File: config.mk
export PLATFORM = sky130hd
export DESIGN_NAME = hdbn_line_encoder
export DESIGN_NICKNAME = d
export VERILOG_FILES = /design/src/rtl/hdbn_pkg.sv /design/src/rtl/hdbn_front.sv /design/src/rtl/hdbn_queue.sv /design/src/rtl/hdbn_back.sv /design/src/rtl/hdbn_line_encoder.sv
export SDC_FILE = /design/constraint.sdc
export NUM_CORES = 1
export LEC_CHECK = 0
export BUFFER_PORTS_ARGS = -buffer_cell sky130_fd_sc_hd__buf_2
export CORE_UTILIZATION = 40
export DETAILED_ROUTE_END_ITERATION = 8
export MAX_ROUTING_LAYER = met4
export PLACE_DENSITY = 0.68
export SKIP_LAST_GASP = 1
export SYNTH_ARGS = -nofsm -noshare
export SYNTH_HDL_FRONTEND = slang
export SYNTH_SLANG_ARGS = --single-unit
File: constraint.sdc
create_clock -name clk -period 7.59 [get_ports clk]
set_input_delay 1.1385 -clock clk [delete_from_list [all_inputs] [get_ports clk]]
set_output_delay 1.1385 -clock clk [all_outputs]
set_load 0.03 [all_outputs]
File: src/rtl/hdbn_pkg.sv
package hdbn_pkg;

    // field widths
    localparam int ORDER_W     = 4;
    localparam int SYM_W       = 2;
    localparam int ZRUN_W      = 4;

    // order register limits
    localparam logic [ORDER_W-1:0] ORDER_RESET = 4'd3;
    localparam logic [ORDER_W-1:0] ORDER_MIN   = 4'd2;

    // delay line depth default
    localparam int MAX_ORDER_DEF = 8;

    // front-to-back queue depth
    localparam int QUEUE_DEPTH = 2;

    typedef logic signed [SYM_W-1:0] sym_t;

    localparam sym_t SYM_ZERO = 2'sb00;
    localparam sym_t SYM_POS  = 2'sb01;
    localparam sym_t SYM_NEG  = 2'sb11;

    localparam logic [ZRUN_W-1:0] ZRUN_MAX = '1;

    typedef enum logic
    {
        ACT_DATA  = 1'b0,
        ACT_FLUSH = 1'b1
    } action_t;

    typedef struct packed
    {
        logic action;
        logic data_bit;
    } in_item_t;

    typedef struct packed
    {
        sym_t symbol;
        logic last;
    } out_item_t;

    // classified word passed from front to back
    typedef struct packed
    {
        logic flush;
        sym_t cur;
        sym_t balance;
    } cmd_t;

endpackage

File: src/rtl/hdbn_front.sv
module hdbn_front
    import hdbn_pkg::*;
(
    input  logic               clk,
    input  logic               rst_n,
    input  logic               in_valid,
    output logic               in_ready,
    input  in_item_t           in_data,
    input  logic [ORDER_W-1:0] order,
    output logic               push_valid,
    input  logic               push_ready,
    output cmd_t               push_cmd
);

    logic              last_mark_pos_reg,  last_mark_pos_next;
    logic              last_viol_pos_reg,  last_viol_pos_next;
    logic              first_pending_reg,  first_pending_next;
    logic [ZRUN_W-1:0] zrun_reg,           zrun_next;
    logic              accept;

    assign push_valid = in_valid;
    assign in_ready   = push_ready;
    assign accept     = in_valid && push_ready;

    // polarity, zero run and violation decisions
    always_comb
    begin
        last_mark_pos_next = last_mark_pos_reg;
        last_viol_pos_next = last_viol_pos_reg;
        first_pending_next = first_pending_reg;
        zrun_next          = zrun_reg;
        push_cmd.flush     = 1'b0;
        push_cmd.cur       = SYM_ZERO;
        push_cmd.balance   = SYM_ZERO;

        if (action_t'(in_data.action) == ACT_FLUSH)
        begin
            push_cmd.flush     = 1'b1;
            last_mark_pos_next = 1'b1;
            last_viol_pos_next = 1'b0;
            first_pending_next = 1'b1;
            zrun_next          = '0;
        end
        else
        begin
            if (first_pending_reg && in_data.data_bit)
            begin
                push_cmd.cur = SYM_POS;
            end
            else if (!in_data.data_bit)
            begin
                if (zrun_reg != ZRUN_MAX)
                begin
                    zrun_next = zrun_reg + 1'b1;
                end
                push_cmd.cur = SYM_ZERO;
            end
            else
            begin
                zrun_next          = '0;
                last_mark_pos_next = !last_mark_pos_reg;
                push_cmd.cur       = last_mark_pos_reg ? SYM_NEG : SYM_POS;
            end
            first_pending_next = 1'b0;

            // substitution of a full zero run
            if ({1'b0, zrun_next} >= ({1'b0, order} + 1'b1))
            begin
                if (!last_viol_pos_reg)
                begin
                    if (!last_mark_pos_next)
                    begin
                        push_cmd.balance = SYM_POS;
                    end
                    push_cmd.cur       = SYM_POS;
                    last_mark_pos_next = 1'b1;
                    last_viol_pos_next = 1'b1;
                end
                else
                begin
                    if (last_mark_pos_next)
                    begin
                        push_cmd.balance = SYM_NEG;
                    end
                    push_cmd.cur       = SYM_NEG;
                    last_mark_pos_next = 1'b0;
                    last_viol_pos_next = 1'b0;
                end
                zrun_next = '0;
            end
        end
    end

    always_ff @(posedge clk or negedge rst_n)
    begin
        if (!rst_n)
        begin
            last_mark_pos_reg <= 1'b1;
            last_viol_pos_reg <= 1'b0;
            first_pending_reg <= 1'b1;
            zrun_reg          <= '0;
        end
        else if (accept)
        begin
            last_mark_pos_reg <= last_mark_pos_next;
            last_viol_pos_reg <= last_viol_pos_next;
            first_pending_reg <= first_pending_next;
            zrun_reg          <= zrun_next;
        end
    end

endmodule

File: src/rtl/hdbn_queue.sv
module hdbn_queue
    import hdbn_pkg::*;
(
    input  logic clk,
    input  logic rst_n,
    input  logic push_valid,
    output logic push_ready,
    input  cmd_t push_cmd,
    output logic pop_valid,
    input  logic pop_ready,
    output cmd_t pop_cmd
);

    localparam int PTR_W = (QUEUE_DEPTH > 1) ? $clog2(QUEUE_DEPTH) : 1;
    localparam int CNT_W = $clog2(QUEUE_DEPTH + 1);

    cmd_t             slot_reg [QUEUE_DEPTH];
    logic [PTR_W-1:0] wr_ptr_reg, wr_ptr_next;
    logic [PTR_W-1:0] rd_ptr_reg, rd_ptr_next;
    logic [CNT_W-1:0] count_reg,  count_next;
    logic             do_push;
    logic             do_pop;

    assign push_ready = (count_reg != CNT_W'(QUEUE_DEPTH));
    assign pop_valid  = (count_reg != '0);
    assign pop_cmd    = slot_reg[rd_ptr_reg];
    assign do_push    = push_valid && push_ready;
    assign do_pop     = pop_valid && pop_ready;

    // pointer and occupancy update
    always_comb
    begin
        wr_ptr_next = wr_ptr_reg;
        rd_ptr_next = rd_ptr_reg;
        count_next  = count_reg;
        if (do_push)
        begin
            wr_ptr_next = (wr_ptr_reg == PTR_W'(QUEUE_DEPTH - 1)) ? '0 : wr_ptr_reg + 1'b1;
        end
        if (do_pop)
        begin
            rd_ptr_next = (rd_ptr_reg == PTR_W'(QUEUE_DEPTH - 1)) ? '0 : rd_ptr_reg + 1'b1;
        end
        if (do_push && !do_pop)
        begin
            count_next = count_reg + 1'b1;
        end
        else if (do_pop && !do_push)
        begin
            count_next = count_reg - 1'b1;
        end
    end

    always_ff @(posedge clk or negedge rst_n)
    begin
        if (!rst_n)
        begin
            wr_ptr_reg <= '0;
            rd_ptr_reg <= '0;
            count_reg  <= '0;
        end
        else
        begin
            wr_ptr_reg <= wr_ptr_next;
            rd_ptr_reg <= rd_ptr_next;
            count_reg  <= count_next;
        end
    end

    // storage
    always_ff @(posedge clk)
    begin
        if (do_push)
        begin
            slot_reg[wr_ptr_reg] <= push_cmd;
        end
    end

endmodule

File: src/rtl/hdbn_back.sv
module hdbn_back
    import hdbn_pkg::*;
#(
    parameter int MAX_ORDER = MAX_ORDER_DEF
)
(
    input  logic               clk,
    input  logic               rst_n,
    input  logic [ORDER_W-1:0] order,
    input  logic               pop_valid,
    output logic               pop_ready,
    input  cmd_t               pop_cmd,
    output logic               out_valid,
    input  logic               out_ready,
    output out_item_t          out_data
);

    localparam int FILL_W = $clog2(MAX_ORDER + 1);
    localparam int CW     = (FILL_W > ORDER_W) ? FILL_W : ORDER_W;

    sym_t              line_reg [MAX_ORDER];
    sym_t              line_next[MAX_ORDER];
    sym_t              eff      [MAX_ORDER];
    logic [FILL_W-1:0] fill_reg,      fill_next;
    logic              out_valid_reg, out_valid_next;
    out_item_t         out_reg,       out_next;
    logic [CW-1:0]     fill_ext;
    logic [CW-1:0]     n_ext;
    logic [CW-1:0]     bal_pos;
    logic              can_emit;
    logic              at_or_over;

    assign fill_ext   = CW'(fill_reg);
    assign n_ext      = CW'(order);
    assign bal_pos    = fill_ext - n_ext;
    assign at_or_over = (fill_ext >= n_ext);
    assign can_emit   = !out_valid_reg || out_ready;
    assign out_valid  = out_valid_reg;
    assign out_data   = out_reg;

    // line with the balancing pulse applied (rewriting it each cycle is harmless)
    always_comb
    begin
        for (int i = 0; i < MAX_ORDER; i++)
        begin
            if (!pop_cmd.flush && pop_cmd.balance != SYM_ZERO && at_or_over
                && bal_pos == CW'(i))
            begin
                eff[i] = pop_cmd.balance;
            end
            else
            begin
                eff[i] = line_reg[i];
            end
        end
    end

    // emission sequencer: one word per cycle from the head of the line while the output register is free
    always_comb
    begin
        line_next      = line_reg;
        fill_next      = fill_reg;
        out_valid_next = out_valid_reg && !out_ready;
        out_next       = out_reg;
        pop_ready      = 1'b0;

        if (pop_valid)
        begin
            if (pop_cmd.flush)
            begin
                if (fill_reg == '0)
                begin
                    pop_ready = 1'b1;
                end
                else if (can_emit)
                begin
                    out_valid_next  = 1'b1;
                    out_next.symbol = line_reg[0];
                    out_next.last   = (fill_reg == FILL_W'(1));
                    for (int i = 0; i < MAX_ORDER - 1; i++)
                    begin
                        line_next[i] = line_reg[i + 1];
                    end
                    line_next[MAX_ORDER - 1] = SYM_ZERO;
                    fill_next = fill_reg - 1'b1;
                    pop_ready = (fill_reg == FILL_W'(1));
                end
            end
            else if (!at_or_over)
            begin
                // line still filling: append only
                for (int i = 0; i < MAX_ORDER; i++)
                begin
                    if (fill_ext == CW'(i))
                    begin
                        line_next[i] = pop_cmd.cur;
                    end
                end
                fill_next = fill_reg + 1'b1;
                pop_ready = 1'b1;
            end
            else if (can_emit)
            begin
                out_valid_next  = 1'b1;
                out_next.symbol = eff[0];
                out_next.last   = 1'b0;
                for (int i = 0; i < MAX_ORDER - 1; i++)
                begin
                    line_next[i] = eff[i + 1];
                end
                line_next[MAX_ORDER - 1] = SYM_ZERO;
                if (fill_ext == n_ext)
                begin
                    // last pop of this word: new symbol goes in behind
                    for (int i = 0; i < MAX_ORDER; i++)
                    begin
                        if (fill_ext == CW'(i + 1))
                        begin
                            line_next[i] = pop_cmd.cur;
                        end
                    end
                    pop_ready = 1'b1;
                end
                else
                begin
                    fill_next = fill_reg - 1'b1;
                end
            end
        end
    end

    always_ff @(posedge clk or negedge rst_n)
    begin
        if (!rst_n)
        begin
            fill_reg      <= '0;
            out_valid_reg <= 1'b0;
            for (int i = 0; i < MAX_ORDER; i++)
            begin
                line_reg[i] <= SYM_ZERO;
            end
        end
        else
        begin
            fill_reg      <= fill_next;
            out_valid_reg <= out_valid_next;
            line_reg      <= line_next;
        end
    end

    always_ff @(posedge clk)
    begin
        out_reg <= out_next;
    end

endmodule

File: src/rtl/hdbn_line_encoder.sv
// Channel  | Signals                     | Word
// ---------+-----------------------------+-------------------------------
// in       | in_valid / in_ready         | in_data  {action, data_bit}
// out      | out_valid / out_ready       | out_data {symbol, last}
// cfg      | cfg_valid / cfg_ready       | cfg_data hdb_order (clamped)
//
// One input word per cycle is taken while the two-entry command queue has room;
// symbols leave n words late, one per cycle from the output register unless the
// output stalls. A flush emits its k held symbols, last one marked; an order drop
// drains surplus first. The back end's single output register sets the rate.
// Reset (rst_n, async) empties the line and restores order 3 and +1 polarity.
// Output stalls back up through the queue to in_ready.
module hdbn_line_encoder
    import hdbn_pkg::*;
#(
    parameter int MAX_ORDER = MAX_ORDER_DEF
)
(
    input  logic               clk,
    input  logic               rst_n,
    input  logic               in_valid,
    output logic               in_ready,
    input  in_item_t           in_data,
    output logic               out_valid,
    input  logic               out_ready,
    output out_item_t          out_data,
    input  logic               cfg_valid,
    output logic               cfg_ready,
    input  logic [ORDER_W-1:0] cfg_data
);

    logic [ORDER_W-1:0] order_reg, order_next;
    logic               push_valid;
    logic               push_ready;
    cmd_t               push_cmd;
    logic               pop_valid;
    logic               pop_ready;
    cmd_t               pop_cmd;

    assign cfg_ready = 1'b1;

    // order register with clamping
    always_comb
    begin
        if (cfg_data < ORDER_MIN)
        begin
            order_next = ORDER_MIN;
        end
        else if ({1'b0, cfg_data} > (ORDER_W + 1)'(MAX_ORDER))
        begin
            order_next = ORDER_W'(MAX_ORDER);
        end
        else
        begin
            order_next = cfg_data;
        end
    end

    always_ff @(posedge clk or negedge rst_n)
    begin
        if (!rst_n)
        begin
            order_reg <= ORDER_RESET;
        end
        else if (cfg_valid && cfg_ready)
        begin
            order_reg <= order_next;
        end
    end

    hdbn_front u_front
    (
        .clk        (clk),
        .rst_n      (rst_n),
        .in_valid   (in_valid),
        .in_ready   (in_ready),
        .in_data    (in_data),
        .order      (order_reg),
        .push_valid (push_valid),
        .push_ready (push_ready),
        .push_cmd   (push_cmd)
    );

    hdbn_queue u_queue
    (
        .clk        (clk),
        .rst_n      (rst_n),
        .push_valid (push_valid),
        .push_ready (push_ready),
        .push_cmd   (push_cmd),
        .pop_valid  (pop_valid),
        .pop_ready  (pop_ready),
        .pop_cmd    (pop_cmd)
    );

    hdbn_back #(
        .MAX_ORDER (MAX_ORDER)
    ) u_back
    (
        .clk        (clk),
        .rst_n      (rst_n),
        .order      (order_reg),
        .pop_valid  (pop_valid),
        .pop_ready  (pop_ready),
        .pop_cmd    (pop_cmd),
        .out_valid  (out_valid),
        .out_ready  (out_ready),
        .out_data   (out_data)
    );

endmodule

**Word level (Yosys, flattened, before mapping)**

Memories as Yosys holds them, arrays and structs flattened.
Index checks and enable logic that the tools add are counted.

- Output and inout bits: 6
- Bits in writable memories: 10
- Register bits after elaboration: 39
- Input port bits: 11
- Memories kept: 1
- Word-level logic and storage cells: 189

Memory list:

| name | words | width | rd ports | clocked after Yosys merged registers in | wr ports | RTL line | source |
|---|---|---|---|---|---|---|---|
| u_queue.slot_reg | 2 | 5 | 1 | 0 | 1 | hdbn_queue.sv:17 | `cmd_t slot_reg [QUEUE_DEPTH];` |

- Mux-type cells: 84
- Reductions and logical operators: 49
- Magnitude comparators: 4
- Equal/unequal tests: 22
- Add/sub/neg operators: 9

Operator list:

| cell | number |
|---|---|
| 16-bit 2-to-1 mux | 6 |
| 4-bit 2-to-1 mux | 17 |
| 2-bit 2-to-1 mux | 30 |
| 5-bit AND reduction | 9 |
| 4-bit by 3-bit equality test with 1-bit output, second input constant | 8 |
| 1-bit 2-to-1 mux | 26 |
| 3-bit nonzero test | 8 |
| 4-bit by 2-bit equality test with 1-bit output, second input constant | 4 |
| 1-bit logical AND | 16 |
| 3-bit 2-to-1 mux | 5 |
| 2-bit nonzero test | 5 |
| 4-bit by 1-bit adder with 4-bit output, second input constant | 2 |
| 4-bit by 1-bit equality test with 1-bit output, second input constant | 2 |
| 4-bit zero test | 2 |
| 1-bit zero test | 6 |
| 2-bit != test, second input constant | 3 |
| 4-bit by 1-bit adder with 5-bit output, second input constant | 1 |
| 4-bit by 5-bit greater-or-equal comparator with 1-bit output | 1 |
| 4-bit equality test | 1 |
| 4-bit equality test, second input constant | 1 |
| 4-bit greater-or-equal comparator | 1 |
| 4-bit > comparator, second input constant | 1 |
| 4-bit by 2-bit < comparator with 1-bit output, second input constant | 1 |
| 4-bit != test, second input constant | 1 |
| 10 further kinds | 11 |

**Longest topological paths before layout**

Gate-level depths: netlist (run 1).
An unclocked memory read counts as a cell.

- Depth in word-level cells: 11
- Mapped depth: 13
- Gate-level depth less buffers: 12

**Cells and area by module**

From an unflattened synthesis (run 1), not the netlist that was laid out.

- Cells, all modules: 366
- Area, all modules: 3520.9 µm²

By module, submodules not included:

| module | cells an instance | instances | area an instance (µm²) | seq. area each (µm²) |
|---|---|---|---|---|
| hdbn_back | 236 | 1 | 2068.2 | 615.6 |
| hdbn_front | 78 | 1 | 684.4 | 177.7 |
| hdbn_queue | 34 | 1 | 573.0 | 400.4 |
| hdbn_line_encoder | 18 | 1 | 195.2 | 102.6 |

**Worst setup path before layout (run 1)**

Ideal clock, no wire load.

- Path kind: input -> register
- Start point: input in_data[0] in the netlist's numbering
- End point: memory u_queue.slot_reg[0][3] in the netlist's numbering, data pin
- Path buffers: 1
- Data required time: 7321 ps
- Setup slack: 4409 ps
- Library setup time: 269 ps
- Stages: 10
- Arrival: 2913 ps
- Path through: clkbuf_1 nor2_1 a31oi_1 ha_1 nand2b_1 a21o_1 a211o_1 o211ai_1 or2_2 a21oi_1

RTL lines:

| element | RTL line | source |
|---|---|---|
| start: declaration | hdbn_line_encoder.sv:23 | `input in_item_t in_data,` |
| end: declaration | hdbn_queue.sv:17 |  |

**Final worst setup path (run 1)**

- Start point: register u_back.fill_reg[0], in the netlist u_back.fill_ext[0]
- End point: register u_back.line_reg[1] in the netlist's numbering

- Cells in the longest elaborated chain, start to end: 6
- Elaborated cells on any way between the ends: 14
- Those cells by class: order compare (1); eq/ne (5); mux (5); reduce/logical (3)

Ends and longest elaborated chain:

| element | RTL line | source |
|---|---|---|
| start: declaration | hdbn_back.sv:24 | `logic [FILL_W-1:0] fill_reg, fill_next;` |
| start signal: assignment | hdbn_back.sv:145 | `fill_reg <= fill_next;` |
| 4-bit equality test | hdbn_back.sv:117 | `if (fill_ext == CW'(i + 1))` |
| 2-bit 2-to-1 mux | hdbn_back.sv:117 |  |
| 16-bit 2-to-1 mux | hdbn_back.sv:112 | `if (fill_ext == n_ext)` |
| 16-bit 2-to-1 mux | hdbn_back.sv:102 | `else if (can_emit)` |
| 16-bit 2-to-1 mux | hdbn_back.sv:89 | `else if (!at_or_over)` |
| 16-bit 2-to-1 mux | hdbn_back.sv:69 | `if (pop_cmd.flush)` |
| end signal: assignment | hdbn_back.sv:147 | `line_reg <= line_next;` |
| end: declaration | hdbn_back.sv:21 | `sym_t line_reg [MAX_ORDER];` |

Several ways; a longest one is shown, not always the timed one. The select of a mux whose other input is x is not followed.
A chain may end at the register's enable or synchronous reset.

==> results of run 1 <==
kinds of logic (layout without fill, tap and decap cells):
kind of cell / count (synthesis) / in the layout / share of synthesized area [%]
other cells: 1 / 1 / 0.109
flops: 49 / 49 / 37.7
mux: 23 / 23 / 7.38
xor+xnor: 13 / 13 / 3.31
fa+ha+maj: 18 / 18 / 6.76
simple gates: 120 / 120 / 18.5
compound gates: 106 / 106 / 20.9
buf+inv: 44 / 52 / 5.45
cells in the final DEF, fill, tap and decap left out, types with 5 or more instances in the layout:
master,n
dfrtp_1,32
nand2_1,31
inv_1,28
o21ai_0,23
nor2_1,21
a21oi_1,20
ha_1,17
buf_2,15
nand3_1,14
edfxtp_1,13
mux2_2,11
mux2i_1,10
xnor2_1,9
nor3_1,8
nand2b_1,8
a31oi_1,8
nor2b_1,7
o22ai_1,6
o221ai_1,6
clkbuf_8,6
a21o_1,5
and3_1,5
a221o_1,5
tightest hold or removal path, delay by kind of cell, from the launching register on:
kind | cells | cell delay, ns
simple gates | 2 | 0.11
flops | 1 | 0.40
layout make-up:
type	count	area [um2]
clock buffer	6	82.6
clock inverter	2	15.0
fill	816	4580
inverter	29	109
multi-input combinational	281	1960
sequential	49	1300
tap	105	131
timing repair buffer	15	75.1
per-stage QoR:
step           instances  power, mW
3_5_place_dp         479       1.36
4_1_cts              487       1.53
2_1_floorplan        374       1.15
5_1_grt              487       1.66
6_report             487       1.53
3_3_place_gp         479       1.33
layer usage:
| metal | vias up | track usage (%) | wire length, um |
|---|---|---|---|
| met5 | - | - | 0 |
| met4 | 0 | 5.93 | 127 |
| met3 | 12 | 3.54 | 474 |
| met2 | 107 | 32.0 | 3770 |
| met1 | 1379 | 25.4 | 3650 |
| li1 | 1394 | - | - |
worst paths after layout:
check	to	from
min in group asynchronous	u_back.line_reg[15]	rst_n
hold reg to reg	u_front.first_pending_reg	u_front.first_pending_reg
hold / removal	u_front.first_pending_reg	u_front.first_pending_reg
max in group asynchronous	u_back.line_reg[4]	rst_n
setup reg to reg	u_back.line_reg[1]	u_back.fill_ext[0]
setup / recovery	u_back.line_reg[1]	u_back.fill_ext[0]
synthesized netlist by cell type (9+ instances only):
cell,number,area share [%]
a21oi_1,20,2.9
clkbuf_1,9,0.98
dfrtp_1,32,23
edfxtp_1,13,11
ha_1,17,6.2
inv_1,28,3.1
mux2_2,11,3.6
mux2i_1,10,2.9
nand2_1,31,3.4
nand3_1,14,2.0
nor2_1,21,2.3
o21ai_0,23,3.3
xnor2_1,9,2.3
power breakdown:
part	leakage, nW	internal (mW)	switching (mW)
logic	0.871	0.342	0.559
registers	0.575	0.376	0.0901
clock network	0.0521	0.0754	0.0896
==> impl_results.md, run 1 <==
* Setup bufs post-CTS at 0
* Initial Util at 41.7%
* Worst Path Buf+Inv at 2
* Hold Path Depth at 2
* Largest delay share family, worst path: compound AO/OA/AOI/OAI gates
* Largest net degree at the start of global routing at 37
* Max FFs per register at 16
* Worst slack, placed at 4.20 ns
* Post_cts resized at 0
* Worst path slowest cell: fa_1
* Final Hold Fails at 0
* Setup TNS at 0 ns
* Crit path top cell by count: inv_1
* CTS buffer count at 5
* WS Path Type: flop to flop
* Share of layout cells above drive strength 1 at 12.6%
* Max Buffers Root-to-Sink at 2
* DR WL/cell at 16.5 um
* Final Skew at 0.00940 ns
* Crit path capture type: flop
* Final setup fails at 0
* LEAKAGE at 1.50 nW
* Vias/cell at 5.94
* Crit path time final at 3.38 ns
* DP Area at 3580 um2
* Critical path depth at 10
* Max-slew headroom at 15.0%
* CP Launch Type: flop
* RSZ-0062 raised after global routing: false
* FMAX at 295 MHz
* Num rows at 33
* Critical Path RT at 7.79 ns
* Die Width at 94.8 um
* Detailed Place HPWL at 6070 um
* Initial antenna violation count at 0
* DRC at 0
* Chip Height at 94.8 um
* Max-slew violations at 0
* Clk Tree Root Cell: clkbuf_8
* Hold/Removal Path Class: flop to flop
* GRT Residual Overflow at 0
* Layout area overhead at 6.72%
* Top-Level Pins at 17
* Initial DRC count at 185
* I/O Buffers at 15
* EDFF count, synth at 13
* Clk_lat worst skew at 0.30 ns
* H-Tree Depth at 2
* WHS at 0.497 ns
* Top_reg_cell synth: dfrtp_1
* PD cells at 417 nW/um2
* CTS tree: yes
* WL final at 8030 um
* Final Instance Area at 3670 um2
* Worst setup margin at 4.21 ns
* FF-to-FF path depth at 10
* DRT Pass-1 Iters at 5
* Max-cap violation count at 0
* Hold_buf cts at 0
* Final Util at 44.5%
* Vias at 2892
* #FFs+latches synth at 49
* Fin crit share at 44.6%
* Max FO, Critical Path at 13
* Seq/Total Area, Yosys at 37.7%
* Synthesized area per cell at 9.20 um2
* Vias in the first global route at 2789
* Slew @ Worst Pin at 1.26 ns
* R2R Setup Slk at 4.21 ns
* Syn Nets at 403
* Max stage delay on crit path at 0.47 ns
* Worst EP arrival at 3.58 ns
* Tot GR Track Use at 19.9%
* Run status: finished, final reports clean
* First-pass GRT wire length at 13500 um
* Final nets at 410
* Worst-path clk slew at 0.10 ns
* Critical path cell sequence: inv_1 > ha_1 > inv_1 > fa_1 > a21o_1 > a211o_4 > nor2_4 > o22ai_1 > or2_2 > o31ai_1
* Post-synthesis cell type count at 61
* Final ANT Viol Nets at 0
* # clock sinks at 49
* Peak VDD IR at 218 uV
* Die area at 8980 um2
* Core Area at 8260 um2
* Cells after synthesis at 374
* Gpl congestion at 0.934
* Synth Cell Area at 3440 um2
* Diode count at 0
* Async set-or-reset flop fraction in the synthesized netlist at 73.5%
* Warnings, synthesis at 0
No activity file was read; power rests on OpenSTA's default activity.
==> run 2: changes to the inputs <==
==> constraint.sdc (replaced) <==
create_clock -name clk -period 3.4 [get_ports clk]
set_input_delay 0.51 -clock clk [delete_from_list [all_inputs] [get_ports clk]]
set_output_delay 0.51 -clock clk [all_outputs]
set_load 0.03 [all_outputs]
==> run 2 against run 1 <==
Final cell count increased by 1.8%; clock skew increased by 0.00068 ns; total power increased by 130%; critical path type unchanged; worst hold slack got worse by 0.22 ns; final area increased by 2.0%; count of clock-buffer cells in the layout decreased by 1.
==> impl_results.md, run 2 (synthesized netlist as in run 1, its figures left out) <==
* Worst slack, placed at 0.215 ns (-3.99 ns)
* Final setup fails at 0 (unchanged)
* Tot Pwr at 3.50 mW (+130%)
* LEAKAGE at 1.55 nW (+3.2%)
* Max-slew headroom at 44.6% (+30 points)
* Detailed Place HPWL at 5990 um (-1.4%)
* Wl on met1 at 3790 um (+3.9%)
* Chip Height at 94.8 um (unchanged)
* DP Area at 3640 um2 (+1.9%)
* Hold_buf cts at 0 (unchanged)
* # clock sinks at 49 (unchanged)
* DRT Pass-1 Iters at 4 (-1)
* Final Instance Area at 3750 um2 (+2.0%)
* Core Area at 8260 um2 (unchanged)
* Die area at 8980 um2 (unchanged)
* Commonest non-fill, non-tap cell in the layout: dfrtp_1
* Max FFs per register at 16 (unchanged)
* DRC at 0 (unchanged)
* Worst R2R Start: u_back.fill_ext[0]
* Setup bufs post-CTS at 0 (unchanged)
* GRT Residual Overflow at 0 (unchanged)
* Critical Path RT at 3.66 ns (-4.13 ns)
* Crit path capture type: flop
* Largest net degree at the start of global routing at 37 (unchanged)
* FF-to-FF path depth at 12 (+2)
* Gpl congestion at 0.990 (+6.0%)
* Slew @ Worst Pin at 0.831 ns (-0.434 ns)
* Share of layout cells above drive strength 1 at 14.8% (+2.3 points)
* Filler instances at 804 (-1.5%)
* FMAX at 321 MHz (+8.5%)
* Die Width at 94.8 um (unchanged)
* RSZ-0062 raised after global routing: false
* H-Tree Depth at 2 (unchanged)
* DR top layer: met4
* CP Launch Type: flop
* WL final at 7950 um (-0.95%)
* Fin crit share at 91.7% (+47 points)
* Final nets at 419 (+2.2%)
* Tot GR Track Use at 19.7% (-0.17 points)
* Num rows at 33 (unchanged)
* WL met2 at 3650 um (-3.2%)
* Peak VDD IR at 398 uV (+82%)
* Top-Level Pins at 17 (unchanged)
* Max-slew violations at 0 (unchanged)
* WS Path Type: flop to flop
* Initial DRC count at 181 (-2.2%)
* CTS tree: yes
* Vias/cell at 5.73 (-3.5%)
* Reg-to-reg endpoint: u_queue.count_reg[1]
* PD cells at 935 nW/um2 (+120%)
* Most frequent cells in the layout: dfrtp_1 (32), nand2_1 (31), inv_1 (28)
* Max Buffers Root-to-Sink at 2 (unchanged)
* Hold/Removal Path Class: primary input to asynchronous set/reset pin
* Final ANT Viol Nets at 0 (unchanged)
* Met3 Wirelength at 310 um (-35%)
* Vias at 2842 (-1.7%)
* CTS buffer count at 5 (unchanged)
* Max FO, Critical Path at 13 (unchanged)
* Setup TNS at 0 ns (unchanged)
* Vias in the first global route at 2758 (-1.1%)
* Worst setup margin at 0.281 ns (-3.92 ns)
* Final Hold Fails at 0 (unchanged)
* Layout area overhead at 8.87%
* DR WL/cell at 16.0 um (-2.7%)
* Clk_lat worst skew at 0.32 ns (+0.02 ns)
* Final Skew at 0.0101 ns (+0.000678 ns)
* Initial Util at 41.7% (unchanged)
* Worst EP arrival at 3.37 ns (-0.21 ns)
* Initial antenna violation count at 0 (unchanged)
* Diode count at 0 (unchanged)
* I/O Buffers at 15 (unchanged)
* Max-cap violation count at 0 (unchanged)
* First-pass GRT wire length at 13200 um (-2.1%)
* R2R Setup Slk at 0.28 ns (-3.92 ns)
* Run status: finished, final reports clean
* Clk Tree Root Cell: clkbuf_8
* Crit path time final at 3.12 ns (-0.265 ns)
* Post_cts resized at 0 (unchanged)
* Worst-path clk slew at 0.11 ns (about the same)
-- run 2: cell type report --
cell class,instances,area (um2),share of cell area (%)
Clock buffer,5,68.8,1.84
Sequential cell,49,1300,34.6
Timing Repair Buffer,24,143,3.81
Tap cell,105,131,3.51
Clock inverter,3,28.8,0.768
Inverter,29,109,2.90
Multi-Input combinational cell,281,1970,52.6
-- run 2: worst max-delay path, cell delays in order, from the launching register on --
cell	delay, ns
dfrtp_1	0.44
inv_1	0.15
ha_1	0.21
inv_1	0.06
fa_1	0.48
a21o_1	0.23
a211o_4	0.41
o21ai_0	0.25
o22ai_1	0.18
ha_1	0.23
xor2_1	0.14
nor2_1	0.12
xor2_1	0.14
-- run 2: power by group --
| part | internal (mW) | switching [mW] |
|---|---|---|
| Combinational | 0.833 | 1.27 |
| Clock | 0.154 | 0.234 |
| Sequential | 0.840 | 0.173 |
| Total | 1.83 | 1.68 |
-- run 2: metrics by stage --
stage          hold slack, ns  utilization [%]  std cells
3_5_place_dp            0.482             44.1        488
5_1_grt                 0.342             45.4        496
4_1_cts                 0.310             45.3        496
2_1_floorplan           0.214                -        374
3_3_place_gp            0.479             44.1        488
6_report                0.274             45.4        496
-- run 2: metal layers --
metal  track usage (%)  up-vias
met3              2.98       14
li1                  -     1415
met2              31.2       62
met1              25.4     1351
met5                 -        -
met4              7.32        0
-- run 2: worst max-delay path by stage --
stage                             from                    to  slack, ns  cells after the start
global placement    u_back.fill_ext[0]   u_back.line_reg[12]       0.34                     10
finish              u_back.fill_ext[0]  u_queue.count_reg[1]       0.28                     12
global route        u_back.fill_ext[0]  u_queue.count_reg[1]       0.07                     11
detailed placement  u_back.fill_ext[0]    u_back.line_reg[1]       0.21                     10
floorplan           u_back.fill_ext[0]  u_queue.count_reg[1]       0.34                     13
CTS                 u_back.fill_ext[0]    u_back.line_reg[1]       0.20                     10
